===== config.mk =====
export PLATFORM = sky130hd
export DESIGN_NAME = ir_range_linearize_average_unit_flat
export DESIGN_NICKNAME = d
export VERILOG_FILES = /design/src/rtl/irla_pkg.sv /design/src/rtl/irla_req_if.sv /design/src/rtl/irla_rsp_if.sv /design/src/rtl/ir_range_linearize_average_unit.sv /design/src/flat_wrapper.sv
export SDC_FILE = /design/constraint.sdc
export NUM_CORES = 1
export LEC_CHECK = 0
export ABC_CLOCK_PERIOD_IN_PS = 12200
export BUFFER_PORTS_ARGS = -buffer_cell sky130_fd_sc_hd__buf_2
export CAP_MARGIN = 20
export CELL_PAD_IN_SITES_DETAIL_PLACEMENT = 2
export CELL_PAD_IN_SITES_GLOBAL_PLACEMENT = 2
export CORE_MARGIN = 10
export CORE_UTILIZATION = 40
export CTS_CLUSTER_DIAMETER = 50
export DETAILED_ROUTE_END_ITERATION = 10
export PLACE_DENSITY_LB_ADDON = 0.12
export SLEW_MARGIN = 20
export SYNTH_ARGS = -nofsm -noshare
export SYNTH_HDL_FRONTEND = slang
export SYNTH_SLANG_ARGS = --single-unit

===== constraint.sdc =====
create_clock -name clock -period 12.2 [get_ports clock]
set_input_delay 1.22 -clock clock [delete_from_list [all_inputs] [get_ports clock]]
set_output_delay 1.22 -clock clock [all_outputs]
set_load 0.05 [all_outputs]

===== src/rtl/irla_pkg.sv =====
// irla_pkg: shared widths, constants and register indexes for the infrared
// range linearize/average block. No dependencies; compiled first.
package irla_pkg;

   // default build parameters
   localparam int RING_DEPTH_DEFAULT = 4;
   localparam int ADC_BITS_DEFAULT   = 12;

   // result field widths
   localparam int MV_W     = 12;
   localparam int DIST_W   = 8;
   localparam int MARGIN_W = 6;

   // configuration port
   localparam int CSR_ADDR_W = 3;
   localparam int CSR_DATA_W = 32;
   localparam int CSR_IDX_W  = 1;

   typedef enum logic [CSR_IDX_W-1:0] {
      REG_CALIBRATION_MARGIN = 1'b0,
      REG_UNUSED             = 1'b1
   } csr_index_type;

   // scaling to millivolts
   localparam logic [MV_W-1:0] MV_FULL_SCALE = 12'd3000;

   // segment bounds in millivolts
   localparam logic [MV_W-1:0] SEG_HIGH_MIN = 12'd850;
   localparam logic [MV_W-1:0] SEG_HIGH_MAX = 12'd2150;
   localparam logic [MV_W-1:0] SEG_LOW_MIN  = 12'd400;
   localparam logic [MV_W-1:0] SEG_HIGH_REF = 12'd2575;
   localparam logic [MV_W-1:0] SEG_LOW_REF  = 12'd1150;

   // 3*n/86 as n*18291 >> 19, exact for n up to 1724
   localparam int                SEG_HIGH_RECIP_W = 15;
   localparam logic [14:0]       SEG_HIGH_RECIP   = 15'd18291;
   localparam int                SEG_HIGH_SHIFT   = 19;
   // n/5 as n*820 >> 12, exact for n below 1024
   localparam int                SEG_LOW_RECIP_W  = 10;
   localparam logic [9:0]        SEG_LOW_RECIP    = 10'd820;
   localparam int                SEG_LOW_SHIFT    = 12;

   // codes and reset values
   localparam logic [DIST_W-1:0]   OUT_OF_RANGE_CM = 8'd160;
   localparam logic [DIST_W-1:0]   LIMIT_RESET_CM  = 8'd35;
   localparam logic [MARGIN_W-1:0] MARGIN_RESET_CM = 6'd5;

endpackage


===== src/rtl/irla_req_if.sv =====
// irla_req_if: valid/ready request channel carrying one converter sample.
// Depends on irla_pkg for the default sample width.
interface irla_req_if #(
   parameter int ADC_BITS = irla_pkg::ADC_BITS_DEFAULT
);
   logic                valid;
   logic                ready;
   logic [ADC_BITS-1:0] adc_sample;

   modport source (output valid, output adc_sample, input ready);
   modport sink   (input valid, input adc_sample, output ready);
endinterface


===== src/rtl/irla_rsp_if.sv =====
// irla_rsp_if: valid/ready result channel for voltage, distance, average and
// landing limit. Depends on irla_pkg for field widths.
interface irla_rsp_if;
   logic                          valid;
   logic                          ready;
   logic [irla_pkg::MV_W-1:0]     voltage_mv;
   logic [irla_pkg::DIST_W-1:0]   distance_cm;
   logic [irla_pkg::DIST_W-1:0]   average_cm;
   logic [irla_pkg::DIST_W-1:0]   landing_limit_cm;
   logic                          calibrated;

   modport source (output valid, output voltage_mv, output distance_cm,
                   output average_cm, output landing_limit_cm, output calibrated,
                   input ready);
   modport sink   (input valid, input voltage_mv, input distance_cm,
                   input average_cm, input landing_limit_cm, input calibrated,
                   output ready);
endinterface


===== src/rtl/ir_range_linearize_average_unit.sv =====
// ir_range_linearize_average_unit: infrared range sample linearizer with ring
// averaging and one-time landing limit calibration.
// Depends on irla_pkg, irla_req_if and irla_rsp_if.
//
// Usage:
//   req_ch  - valid/ready request channel, one raw converter sample each.
//   rsp_ch  - valid/ready result channel, exactly one result per request:
//             millivolts, linearized distance, ring average, landing limit
//             and calibrated flag.
//   csr_*   - APB-style port with one register, calibration_margin at byte
//             address 0; pready is always high, reads return the register.
// Pipeline: a request accepted passes through the sample, millivolt, distance,
//   ring/sum and result registers before its result is valid.
// Throughput: one request per cycle while rsp_ch.ready is high; every stage has
//   its own valid bit, so requests keep entering while a result waits as long as a stage is free.
// Stall: when rsp_ch.ready is low the result register holds, stages behind
//   it fill up and req_ch.ready drops once all five are occupied.
// Reset (synchronous, active high): pipeline emptied, ring filled with the
//   out-of-range code 160, write index 0, limit 35, margin 5, uncalibrated.
module ir_range_linearize_average_unit #(
   parameter int RING_DEPTH = irla_pkg::RING_DEPTH_DEFAULT,
   parameter int ADC_BITS   = irla_pkg::ADC_BITS_DEFAULT
) (
   input  logic                             clock,
   input  logic                             reset,
   irla_req_if.sink                         req_ch,
   irla_rsp_if.source                       rsp_ch,
   input  logic                             csr_psel,
   input  logic                             csr_penable,
   input  logic                             csr_pwrite,
   input  logic [irla_pkg::CSR_ADDR_W-1:0]  csr_paddr,
   input  logic [irla_pkg::CSR_DATA_W-1:0]  csr_pwdata,
   output logic [irla_pkg::CSR_DATA_W-1:0]  csr_prdata,
   output logic                             csr_pready
);

   localparam int MV_W      = irla_pkg::MV_W;
   localparam int DIST_W    = irla_pkg::DIST_W;
   localparam int MARGIN_W  = irla_pkg::MARGIN_W;
   localparam int IDX_W     = $clog2(RING_DEPTH);
   localparam int SUM_W     = DIST_W + IDX_W;
   localparam int AVG_SHIFT = SUM_W + IDX_W;
   localparam int AVG_RECIP = ((1 << AVG_SHIFT) + RING_DEPTH - 1) / RING_DEPTH;
   localparam int RECIP_W   = AVG_SHIFT + 1;
   localparam int MVP_W     = ADC_BITS + MV_W;
   localparam int HIP_W     = MV_W + irla_pkg::SEG_HIGH_RECIP_W;
   localparam int LOP_W     = MV_W + irla_pkg::SEG_LOW_RECIP_W;
   localparam int AVGP_W    = SUM_W + RECIP_W;
   localparam int ADDR_LSB  = 2;

   // ---------------- configuration port ----------------
   logic [MARGIN_W-1:0]            margin_ff, margin_in;
   irla_pkg::csr_index_type        csr_index;
   logic                           csr_write;

   assign csr_index  = irla_pkg::csr_index_type'(csr_paddr[ADDR_LSB +: irla_pkg::CSR_IDX_W]);
   assign csr_pready = 1'b1;
   assign csr_write  = csr_psel && csr_penable && csr_pwrite;

   always_comb begin
      margin_in  = margin_ff;
      csr_prdata = '0;
      case (csr_index)
         irla_pkg::REG_CALIBRATION_MARGIN: begin
            if (csr_write) begin
               margin_in = csr_pwdata[MARGIN_W-1:0];
            end
            csr_prdata = irla_pkg::CSR_DATA_W'(margin_ff);
         end
         default: begin
            csr_prdata = '0;
         end
      endcase
   end

   // ---------------- stage handshake ----------------
   logic s1_valid_ff, s2_valid_ff, s3_valid_ff, s4_valid_ff, out_valid_ff;
   logic s1_en, s2_en, s3_en, s4_en, out_en;

   assign out_en = !out_valid_ff || rsp_ch.ready;
   assign s4_en  = !s4_valid_ff || out_en;
   assign s3_en  = !s3_valid_ff || s4_en;
   assign s2_en  = !s2_valid_ff || s3_en;
   assign s1_en  = !s1_valid_ff || s2_en;

   assign req_ch.ready = s1_en;

   // ---------------- stage 1: sample ----------------
   logic [ADC_BITS-1:0] sample_ff;

   // ---------------- stage 2: millivolts ----------------
   logic [MVP_W-1:0] mv_product;
   logic [MV_W-1:0]  s2_mv_ff, s2_mv_in;

   assign mv_product = MVP_W'(sample_ff) * MVP_W'(irla_pkg::MV_FULL_SCALE);
   assign s2_mv_in   = mv_product[ADC_BITS +: MV_W];

   // ---------------- stage 3: linearize ----------------
   logic [MV_W-1:0]   high_diff, low_diff;
   logic [HIP_W-1:0]  high_product;
   logic [LOP_W-1:0]  low_product;
   logic              in_high_seg, in_low_seg;
   logic [MV_W-1:0]   s3_mv_ff;
   logic [DIST_W-1:0] s3_dist_ff, s3_dist_in;

   assign high_diff    = irla_pkg::SEG_HIGH_REF - s2_mv_ff;
   assign low_diff     = irla_pkg::SEG_LOW_REF - s2_mv_ff;
   assign high_product = HIP_W'(high_diff) * HIP_W'(irla_pkg::SEG_HIGH_RECIP);
   assign low_product  = LOP_W'(low_diff) * LOP_W'(irla_pkg::SEG_LOW_RECIP);
   assign in_high_seg  = (s2_mv_ff > irla_pkg::SEG_HIGH_MIN) &&
                         (s2_mv_ff < irla_pkg::SEG_HIGH_MAX);
   assign in_low_seg   = (s2_mv_ff > irla_pkg::SEG_LOW_MIN) &&
                         (s2_mv_ff <= irla_pkg::SEG_HIGH_MIN);

   always_comb begin
      if (in_high_seg) begin
         s3_dist_in = high_product[irla_pkg::SEG_HIGH_SHIFT +: DIST_W];
      end else if (in_low_seg) begin
         s3_dist_in = low_product[irla_pkg::SEG_LOW_SHIFT +: DIST_W];
      end else begin
         s3_dist_in = irla_pkg::OUT_OF_RANGE_CM;
      end
   end

   // ---------------- stage 4: ring update and sum ----------------
   logic [DIST_W-1:0] ring_ff [RING_DEPTH];
   logic [DIST_W-1:0] ring_in [RING_DEPTH];
   logic [IDX_W-1:0]  index_ff, index_in;
   logic [SUM_W-1:0]  sum_ff, sum_in;
   logic              full_ff, full_in;
   logic [MV_W-1:0]   s4_mv_ff;
   logic [DIST_W-1:0] s4_dist_ff;
   logic              dist_ok;

   assign dist_ok = (s3_dist_ff != irla_pkg::OUT_OF_RANGE_CM);

   always_comb begin
      for (int k = 0; k < RING_DEPTH; k++) begin
         if (!dist_ok) begin
            ring_in[k] = irla_pkg::OUT_OF_RANGE_CM;
         end else if (index_ff == IDX_W'(k)) begin
            ring_in[k] = s3_dist_ff;
         end else begin
            ring_in[k] = ring_ff[k];
         end
      end
      if (!dist_ok || index_ff == IDX_W'(RING_DEPTH - 1)) begin
         index_in = '0;
      end else begin
         index_in = index_ff + 1'b1;
      end
      sum_in = '0;
      for (int k = 0; k < RING_DEPTH; k++) begin
         sum_in = sum_in + SUM_W'(ring_in[k]);
      end
      full_in = (ring_in[RING_DEPTH-1] != irla_pkg::OUT_OF_RANGE_CM);
   end

   // ---------------- result stage: average and calibration ----------------
   logic [AVGP_W-1:0]  avg_product;
   logic [DIST_W-1:0]  avg_cm;
   logic [DIST_W-1:0]  limit_ff, limit_in;
   logic               cal_done_ff, cal_done_in;
   logic [MV_W-1:0]    out_mv_ff;
   logic [DIST_W-1:0]  out_dist_ff, out_avg_ff;
   logic               s4_take;

   assign avg_product = AVGP_W'(sum_ff) * AVGP_W'(RECIP_W'(AVG_RECIP));
   assign avg_cm      = full_ff ? avg_product[AVG_SHIFT +: DIST_W] : irla_pkg::OUT_OF_RANGE_CM;
   assign s4_take     = out_en && s4_valid_ff;

   always_comb begin
      limit_in    = limit_ff;
      cal_done_in = cal_done_ff;
      // the limit is latched once, from the first full-ring average
      if (s4_take && full_ff && !cal_done_ff) begin
         limit_in    = avg_cm + DIST_W'(margin_ff);
         cal_done_in = 1'b1;
      end
   end

   assign rsp_ch.valid            = out_valid_ff;
   assign rsp_ch.voltage_mv       = out_mv_ff;
   assign rsp_ch.distance_cm      = out_dist_ff;
   assign rsp_ch.average_cm       = out_avg_ff;
   assign rsp_ch.landing_limit_cm = limit_ff;
   assign rsp_ch.calibrated       = cal_done_ff;

   // ---------------- registers ----------------
   always_ff @(posedge clock) begin
      if (reset) begin
         margin_ff    <= irla_pkg::MARGIN_RESET_CM;
         s1_valid_ff  <= 1'b0;
         s2_valid_ff  <= 1'b0;
         s3_valid_ff  <= 1'b0;
         s4_valid_ff  <= 1'b0;
         out_valid_ff <= 1'b0;
         index_ff     <= '0;
         limit_ff     <= irla_pkg::LIMIT_RESET_CM;
         cal_done_ff  <= 1'b0;
         for (int k = 0; k < RING_DEPTH; k++) begin
            ring_ff[k] <= irla_pkg::OUT_OF_RANGE_CM;
         end
      end else begin
         margin_ff   <= margin_in;
         limit_ff    <= limit_in;
         cal_done_ff <= cal_done_in;
         if (s1_en) begin
            s1_valid_ff <= req_ch.valid;
         end
         if (s2_en) begin
            s2_valid_ff <= s1_valid_ff;
         end
         if (s3_en) begin
            s3_valid_ff <= s2_valid_ff;
         end
         if (s4_en) begin
            s4_valid_ff <= s3_valid_ff;
         end
         if (out_en) begin
            out_valid_ff <= s4_valid_ff;
         end
         if (s4_en && s3_valid_ff) begin
            index_ff <= index_in;
            for (int k = 0; k < RING_DEPTH; k++) begin
               ring_ff[k] <= ring_in[k];
            end
         end
      end
   end

   // payload registers
   always_ff @(posedge clock) begin
      if (s1_en && req_ch.valid) begin
         sample_ff <= req_ch.adc_sample;
      end
      if (s2_en && s1_valid_ff) begin
         s2_mv_ff <= s2_mv_in;
      end
      if (s3_en && s2_valid_ff) begin
         s3_mv_ff   <= s2_mv_ff;
         s3_dist_ff <= s3_dist_in;
      end
      if (s4_en && s3_valid_ff) begin
         s4_mv_ff   <= s3_mv_ff;
         s4_dist_ff <= s3_dist_ff;
         sum_ff     <= sum_in;
         full_ff    <= full_in;
      end
      if (s4_take) begin
         out_mv_ff   <= s4_mv_ff;
         out_dist_ff <= s4_dist_ff;
         out_avg_ff  <= avg_cm;
      end
   end

endmodule


===== src/flat_wrapper.sv =====
// flat-port wrapper written by rule: the top's interface ports become plain ports
module ir_range_linearize_average_unit_flat 
#(
   parameter int RING_DEPTH = irla_pkg::RING_DEPTH_DEFAULT,
   parameter int ADC_BITS   = irla_pkg::ADC_BITS_DEFAULT
)
  (clock, reset, csr_psel, csr_penable, csr_pwrite, csr_paddr, csr_pwdata, csr_prdata, csr_pready, req_ch_valid, req_ch_adc_sample, req_ch_ready, rsp_ch_valid, rsp_ch_voltage_mv, rsp_ch_distance_cm, rsp_ch_average_cm, rsp_ch_landing_limit_cm, rsp_ch_calibrated, rsp_ch_ready);
  irla_req_if #(.ADC_BITS(ADC_BITS)) req_ch_i ();
  irla_rsp_if rsp_ch_i ();
  input  logic clock;
  input  logic reset;
  input  logic csr_psel;
  input  logic csr_penable;
  input  logic csr_pwrite;
  input  logic [irla_pkg::CSR_ADDR_W-1:0] csr_paddr;
  input  logic [irla_pkg::CSR_DATA_W-1:0] csr_pwdata;
  output logic [irla_pkg::CSR_DATA_W-1:0] csr_prdata;
  output logic csr_pready;
  input wire logic [$bits(req_ch_i.valid)-1:0] req_ch_valid;
  input wire logic [$bits(req_ch_i.adc_sample)-1:0] req_ch_adc_sample;
  output wire logic [$bits(req_ch_i.ready)-1:0] req_ch_ready;
  output wire logic [$bits(rsp_ch_i.valid)-1:0] rsp_ch_valid;
  output wire logic [$bits(rsp_ch_i.voltage_mv)-1:0] rsp_ch_voltage_mv;
  output wire logic [$bits(rsp_ch_i.distance_cm)-1:0] rsp_ch_distance_cm;
  output wire logic [$bits(rsp_ch_i.average_cm)-1:0] rsp_ch_average_cm;
  output wire logic [$bits(rsp_ch_i.landing_limit_cm)-1:0] rsp_ch_landing_limit_cm;
  output wire logic [$bits(rsp_ch_i.calibrated)-1:0] rsp_ch_calibrated;
  input wire logic [$bits(rsp_ch_i.ready)-1:0] rsp_ch_ready;
  assign req_ch_i.valid = req_ch_valid;
  assign req_ch_i.adc_sample = req_ch_adc_sample;
  assign req_ch_ready = req_ch_i.ready;
  assign rsp_ch_valid = rsp_ch_i.valid;
  assign rsp_ch_voltage_mv = rsp_ch_i.voltage_mv;
  assign rsp_ch_distance_cm = rsp_ch_i.distance_cm;
  assign rsp_ch_average_cm = rsp_ch_i.average_cm;
  assign rsp_ch_landing_limit_cm = rsp_ch_i.landing_limit_cm;
  assign rsp_ch_calibrated = rsp_ch_i.calibrated;
  assign rsp_ch_i.ready = rsp_ch_ready;
  ir_range_linearize_average_unit #(.RING_DEPTH(RING_DEPTH), .ADC_BITS(ADC_BITS)) u_core (.clock(clock), .reset(reset), .req_ch(req_ch_i), .rsp_ch(rsp_ch_i), .csr_psel(csr_psel), .csr_penable(csr_penable), .csr_pwrite(csr_pwrite), .csr_paddr(csr_paddr), .csr_pwdata(csr_pwdata), .csr_prdata(csr_prdata), .csr_pready(csr_pready));
endmodule

* Word level (Yosys, flattened, before mapping)
Memory sizes are Yosys's and may differ from the RTL's. Cells that the tools add are included.
Operators by class: bitwise gates (word level) 5, eq/ne operators 5, $lt $le $gt $ge 4, reductions and logical operators 26, multiply operators 3, add/sub/neg operators 7, mux-type cells 22
Operators with widths (number):
- 8-bit two-way mux | 15
- 12-bit by 15-bit multiplier with 27-bit output, second input constant | 1
- 12-bit by 9-bit multiplier with 21-bit output, second input constant | 1
- 10-bit by 8-bit adder with 10-bit output | 2
- 12-bit by 8-bit multiplier with 18-bit output, second input constant | 1
- 8-bit != test, second input constant | 2
- 12-bit by 10-bit > comparator with 1-bit output, second input constant | 1
- 12-bit by 9-bit > comparator with 1-bit output, second input constant | 1
- 12-bit by 10-bit <= comparator with 1-bit output, second input constant | 1
- 12-bit less-than comparator, second input constant | 1
- 11-bit by 12-bit subtractor with 12-bit output, first input constant | 1
- 12-bit subtractor, first input constant | 1
- 1-bit logical AND | 11
- 8-bit by 8-bit adder with 9-bit output | 1
- 8-bit by 6-bit adder with 8-bit output | 1
- 1-bit zero test | 7
- 1-bit logical OR | 6
- 6-bit two-way mux | 1
- 1-bit two-way mux | 5
- 2-bit equality test, second input constant | 2
- 1-bit bitwise OR | 4
- 2-bit by 1-bit adder with 2-bit output, second input constant | 1
- 2-bit by 1-bit equality test with 1-bit output, second input constant | 1
- 2-bit zero test | 1
- 3 further kinds | 3
Word-level totals: input port bits 54, register bits after elaboration 125, memories 1, logic and storage cells 93, bits in writable memories 32, output and inout bits 72
Memory list:
- u_core.ring_ff | words 4, width 8, read ports 4, clocked after Yosys merged registers in 0, write ports 4, line ir_range_linearize_average_unit.sv:126 | logic [DIST_W-1:0] ring_ff [RING_DEPTH];

* Longest topological paths before layout
depth after elaboration 8, depth in mapped cells 27, depth with buffers taken out 26

* Worst setup path before layout
OpenSTA, ideal clock, no wires.
path kind register -> register, start point reg u_core.s2_mv_ff[4], end point reg u_core.s3_dist_ff[6], data pin, path slack 5.352 ns, clock period less this slack 6.848 ns, cell stages (with the launch flop) 26, setup time 0.257 ns, path buffers 1, data arrival time 6.592 ns, required time 11.943 ns, cell sequence edfxtp_1 clkbuf_1 inv_1 ha_1 nor3b_1 inv_1 o21ai_0 xor2_1 xnor2_1 ha_1 or2_2 fa_1 fa_1 inv_1 fa_1 fa_1 inv_1 ha_1 and4_1 and3_1 o211ai_1 nand3_1 a41oi_1 nand2b_1 a211o_1 a32o_1
On the way: longest elaborated chain between the ends 4, elaborated cells on any way between the ends 12, those cells by class add/sub: 2; mul: 2; order compare: 4; mux: 2; reduce/logical: 2
RTL lines:
- start, declared | line ir_range_linearize_average_unit.sv:93 | logic [MV_W-1:0] s2_mv_ff, s2_mv_in;
- start signal, assigned | line ir_range_linearize_average_unit.sv:238 | s2_mv_ff <= s2_mv_in;
- 11-bit by 12-bit subtractor with 12-bit output, or another cell as far along | line ir_range_linearize_average_unit.sv:107 | assign low_diff = irla_pkg::SEG_LOW_REF - s2_mv_ff;
- 12-bit by 8-bit multiplier with 18-bit output / 1-bit logical AND (equally long branches) | line ir_range_linearize_average_unit.sv:109, ir_range_linearize_average_unit.sv:112
- 8-bit two-way mux | line ir_range_linearize_average_unit.sv:118 | end else if (in_low_seg) begin
- 8-bit two-way mux (*) | line ir_range_linearize_average_unit.sv:116 | if (in_high_seg) begin
- net u_core.s3_dist_in[6] | line ir_range_linearize_average_unit.sv:104 | logic [DIST_W-1:0] s3_dist_ff, s3_dist_in;
- end signal, assigned | line ir_range_linearize_average_unit.sv:242 | s3_dist_ff <= s3_dist_in;
- end, declared | line ir_range_linearize_average_unit.sv:104
The timed path passes the listed nets; every way through them passes the cells marked *. A chain may end at the register's enable or synchronous reset.

* Worst setup path in the final report
Ends and elaborated chain as after synthesis.

==> reports/summary.txt <==
Synth Area in Adders -> 38.0%
Total GRT Usage -> 17.4%
Post-synthesis sequential area ratio -> 32.0%
Synthesized area -> 0.0139 mm2
Yosys cell types -> 57
Worst skew pair latency -> 0.45 ns
Clock-pin slew on the worst setup and hold paths -> 0.07 ns
Clock tree buffer depth -> 2
RSZ-0062 raised after global routing -> no
Area of the core -> 0.0344 mm2
Largest net degree at the start of global routing -> 35
Layout cells sized above 1 -> 9.58%
Critical path arrival -> 7.88 ns
I/O Pins -> 126
Fin crit period -> 7.68 ns
Clk sinks -> 155
Crit-path slowest cell -> edfxtp_1
Initial antenna violation count -> 0
FMAX -> 130 MHz
Area post-placement -> 0.0147 mm2
Hold Path Stages -> 0
Routed wire length per instance -> 19.3 um
First-pass DRT Iterations -> 4
Die width -> 206 um
Status -> finished clean
Ranking of synthesized cells by area -> edfxtp_1 (29%), fa_1 (19%), ha_1 (19%)
Number of synthesized flops with an enable pin -> 133
Hpwl dp -> 28.5 mm
Max FO, Critical Path -> 12
Element type at the critical path end -> flip-flop
Fin Hold WS -> 0.421 ns
Worst path cell trace -> inv_1 > ha_1 > nor3b_1 > inv_1 > o21ai_0 > xor2_1 > xnor2_1 > ha_1 > or2_2 > fa_1 > fa_1 > inv_1 > fa_1 > fa_1 > inv_1 > ha_1 > and4_1 > and3_1 > o211ai_1 > nand3_1 > a41oi_1 > nand2b_1 > a211o_1 > a32o_1
Clock skew -> 0.0111 ns
Routability-driven placement congestion ratio -> 0.802
Synth Flop Type -> edfxtp_1
Vias/cell -> 4.93
CTS tree -> done
# Post-CTS Setup Buffers -> 0
Post-route cell area -> 0.0152 mm2
Nets -> 1,729
Post-synthesis mux area share -> 2.68%
DIE AREA -> 0.0425 mm2
Number of global-route vias before repair -> 10,400
Hold_buf cts -> 0
Warnings from Yosys -> 0
R2R depth -> 24
Period utilization -> 63.0%
Mapped Cells -> 1,261
Worst path bufs/invs -> 4
Area leader, netlist -> edfxtp_1
Normalized max-slew margin -> 27.4%
Grt ovf -> 0
Compound-Gate Fraction of Synth Area -> 6.18%
Critical Path Max Stage Delay -> 0.65 ns
Setup WS pre-CTS -> 4.52 ns
Starting Density -> 40.3%
Post-Synth XOR/XNOR Area -> 4.23%
WP depth -> 24
CP top delay family -> adder cells
Max-cap violations -> 0
Most common cell in the synthesized netlist -> inv_1
CTS resizes -> 0
Clock root buffer -> clkbuf_16
Critical path class -> reg -> reg
Largest family of logic cells by synthesized area -> adder cells
Hold crit path type -> reg -> reg
P&R area growth vs syn -> 9.91%
Synthesized flop and latch total -> 155
Setup WS post-layout -> 4.52 ns
Detailed-route via count -> 8,882
Final Hold Fails -> 0
# fillers -> 3,612
Top cell type's share of synthesized area -> 28.8%
WP data required -> 12.40 ns
Routed WL -> 34.7 mm
Port Buffer Count -> 70
DRC violations left -> 0
Final slew viol count -> 0
Row Count -> 68
Synth Area per Inst -> 11.0 um2
Post-synth ARST share -> 0%
First-pass GRT wire length -> 57.1 mm
Final setup violation count -> 0
Antenna cells -> 0
Antenna viol nets, final -> 0
Worst-Margin Slew -> 1.08 ns
Worst setup SP type -> flip-flop
Setup TNS -> 0 ns
Num CTS Buffers -> 17
Die Ht -> 206 um
H-Tree Level Count -> 4
Simple-Gate Fraction of Synth Area -> 7.60%
Commonest cells in the netlist -> inv_1 (267), ha_1 (210), edfxtp_1 (133), fa_1 (132), nor2_1 (68)
DR iter-0 viols -> 280
==> routing by layer <==
metal	vias up	part of all wire, %	global-route usage, %
li1	4217	-	-
met1	4590	41	19.9
met2	51	56	33.3
met3	24	1.6	2.16
met4	0	1.3	4.01
met5	-	0	0
==> state kept, by name, summed over array words and instances, names as in the netlist <==
register	count
u_core.index_ff	2
u_core.rsp_ch.landing_limit_cm	8
u_core.rsp_ch.voltage_mv	12
u_core.s1_valid_ff	1
u_core.s4_dist_ff	8
u_core.sum_ff	8
u_core.s2_valid_ff	1
u_core.ring_ff	32
u_core.margin_ff	6
u_core.s3_valid_ff	1
u_core.s3_mv_ff	12
u_core.sample_ff	12
u_core.rsp_ch.calibrated	1
u_core.s4_valid_ff	1
u_core.rsp_ch.average_cm	8
u_core.full_ff	1
u_core.s3_dist_ff	8
u_core.s4_mv_ff	12
u_core.rsp_ch.distance_cm	8
u_core.rsp_ch.valid	1
u_core.s2_mv_ff	12
==> cell type report <==
| type | count | area, um2 | area share [%] |
|---|---|---|---|
| Multi-Input combinational cell | 818 | 8260 | 54.2 |
| Sequential cell | 155 | 4430 | 29.1 |
| Inverter | 267 | 1000 | 6.58 |
| Tap cell | 455 | 569 | 3.74 |
| Clock buffer | 19 | 454 | 2.98 |
| Timing Repair Buffer | 74 | 388 | 2.55 |
| Clock inverter | 13 | 123 | 0.805 |
==> path summary, 6_finish.rpt <==
check / start / end / slack [ns]
worst max register to register: u_core.s2_mv_ff[4] / u_core.s3_dist_ff[6] / 4.52
worst min-delay path: u_core.s3_mv_ff[9] / u_core.s4_mv_ff[9] / 0.42
worst max-delay path: u_core.s2_mv_ff[4] / u_core.s3_dist_ff[6] / 4.52
worst min register to register: u_core.s3_mv_ff[9] / u_core.s4_mv_ff[9] / 0.42
==> cell families after synthesis <==
kind of cell / after synthesis
fa+ha+maj: 342
buf+inv: 313
simple gates: 216
flops: 155
compound gates: 130
xor+xnor: 67
mux: 36
other cells: 2
==> cell usage in the layout (no fill, tap or decap), types with 7 or more instances in the layout <==
| cell type | n |
|---|---|
| nor2b_1 | 13 |
| mux2_2 | 9 |
| buf_2 | 70 |
| conb_1 | 27 |
| nor2_1 | 68 |
| o21ai_0 | 20 |
| o21bai_1 | 7 |
| and2_1 | 14 |
| dfxtp_1 | 22 |
| ha_1 | 210 |
| edfxtp_1 | 133 |
| nand2_1 | 64 |
| inv_1 | 267 |
| clkbuf_16 | 18 |
| a21o_1 | 14 |
| xor2_1 | 25 |
| nand3_1 | 10 |
| mux2i_1 | 27 |
| or2_2 | 7 |
| and3_1 | 7 |
| xnor2_1 | 42 |
| fa_1 | 132 |
| a21oi_1 | 41 |
==> stage by stage <==
stage / std cells / util, %
finish: 1801 / 44.3
global route: 1801 / 44.3
CTS: 1801 / 44.3
detailed placement: 1769 / 42.6
global placement: 1768 / 42.6
floorplan: 1286 / -
Power is left out: the tool's default activity adds up to more than one toggle a clock period on the data nets, which glitch-free logic cannot reach.
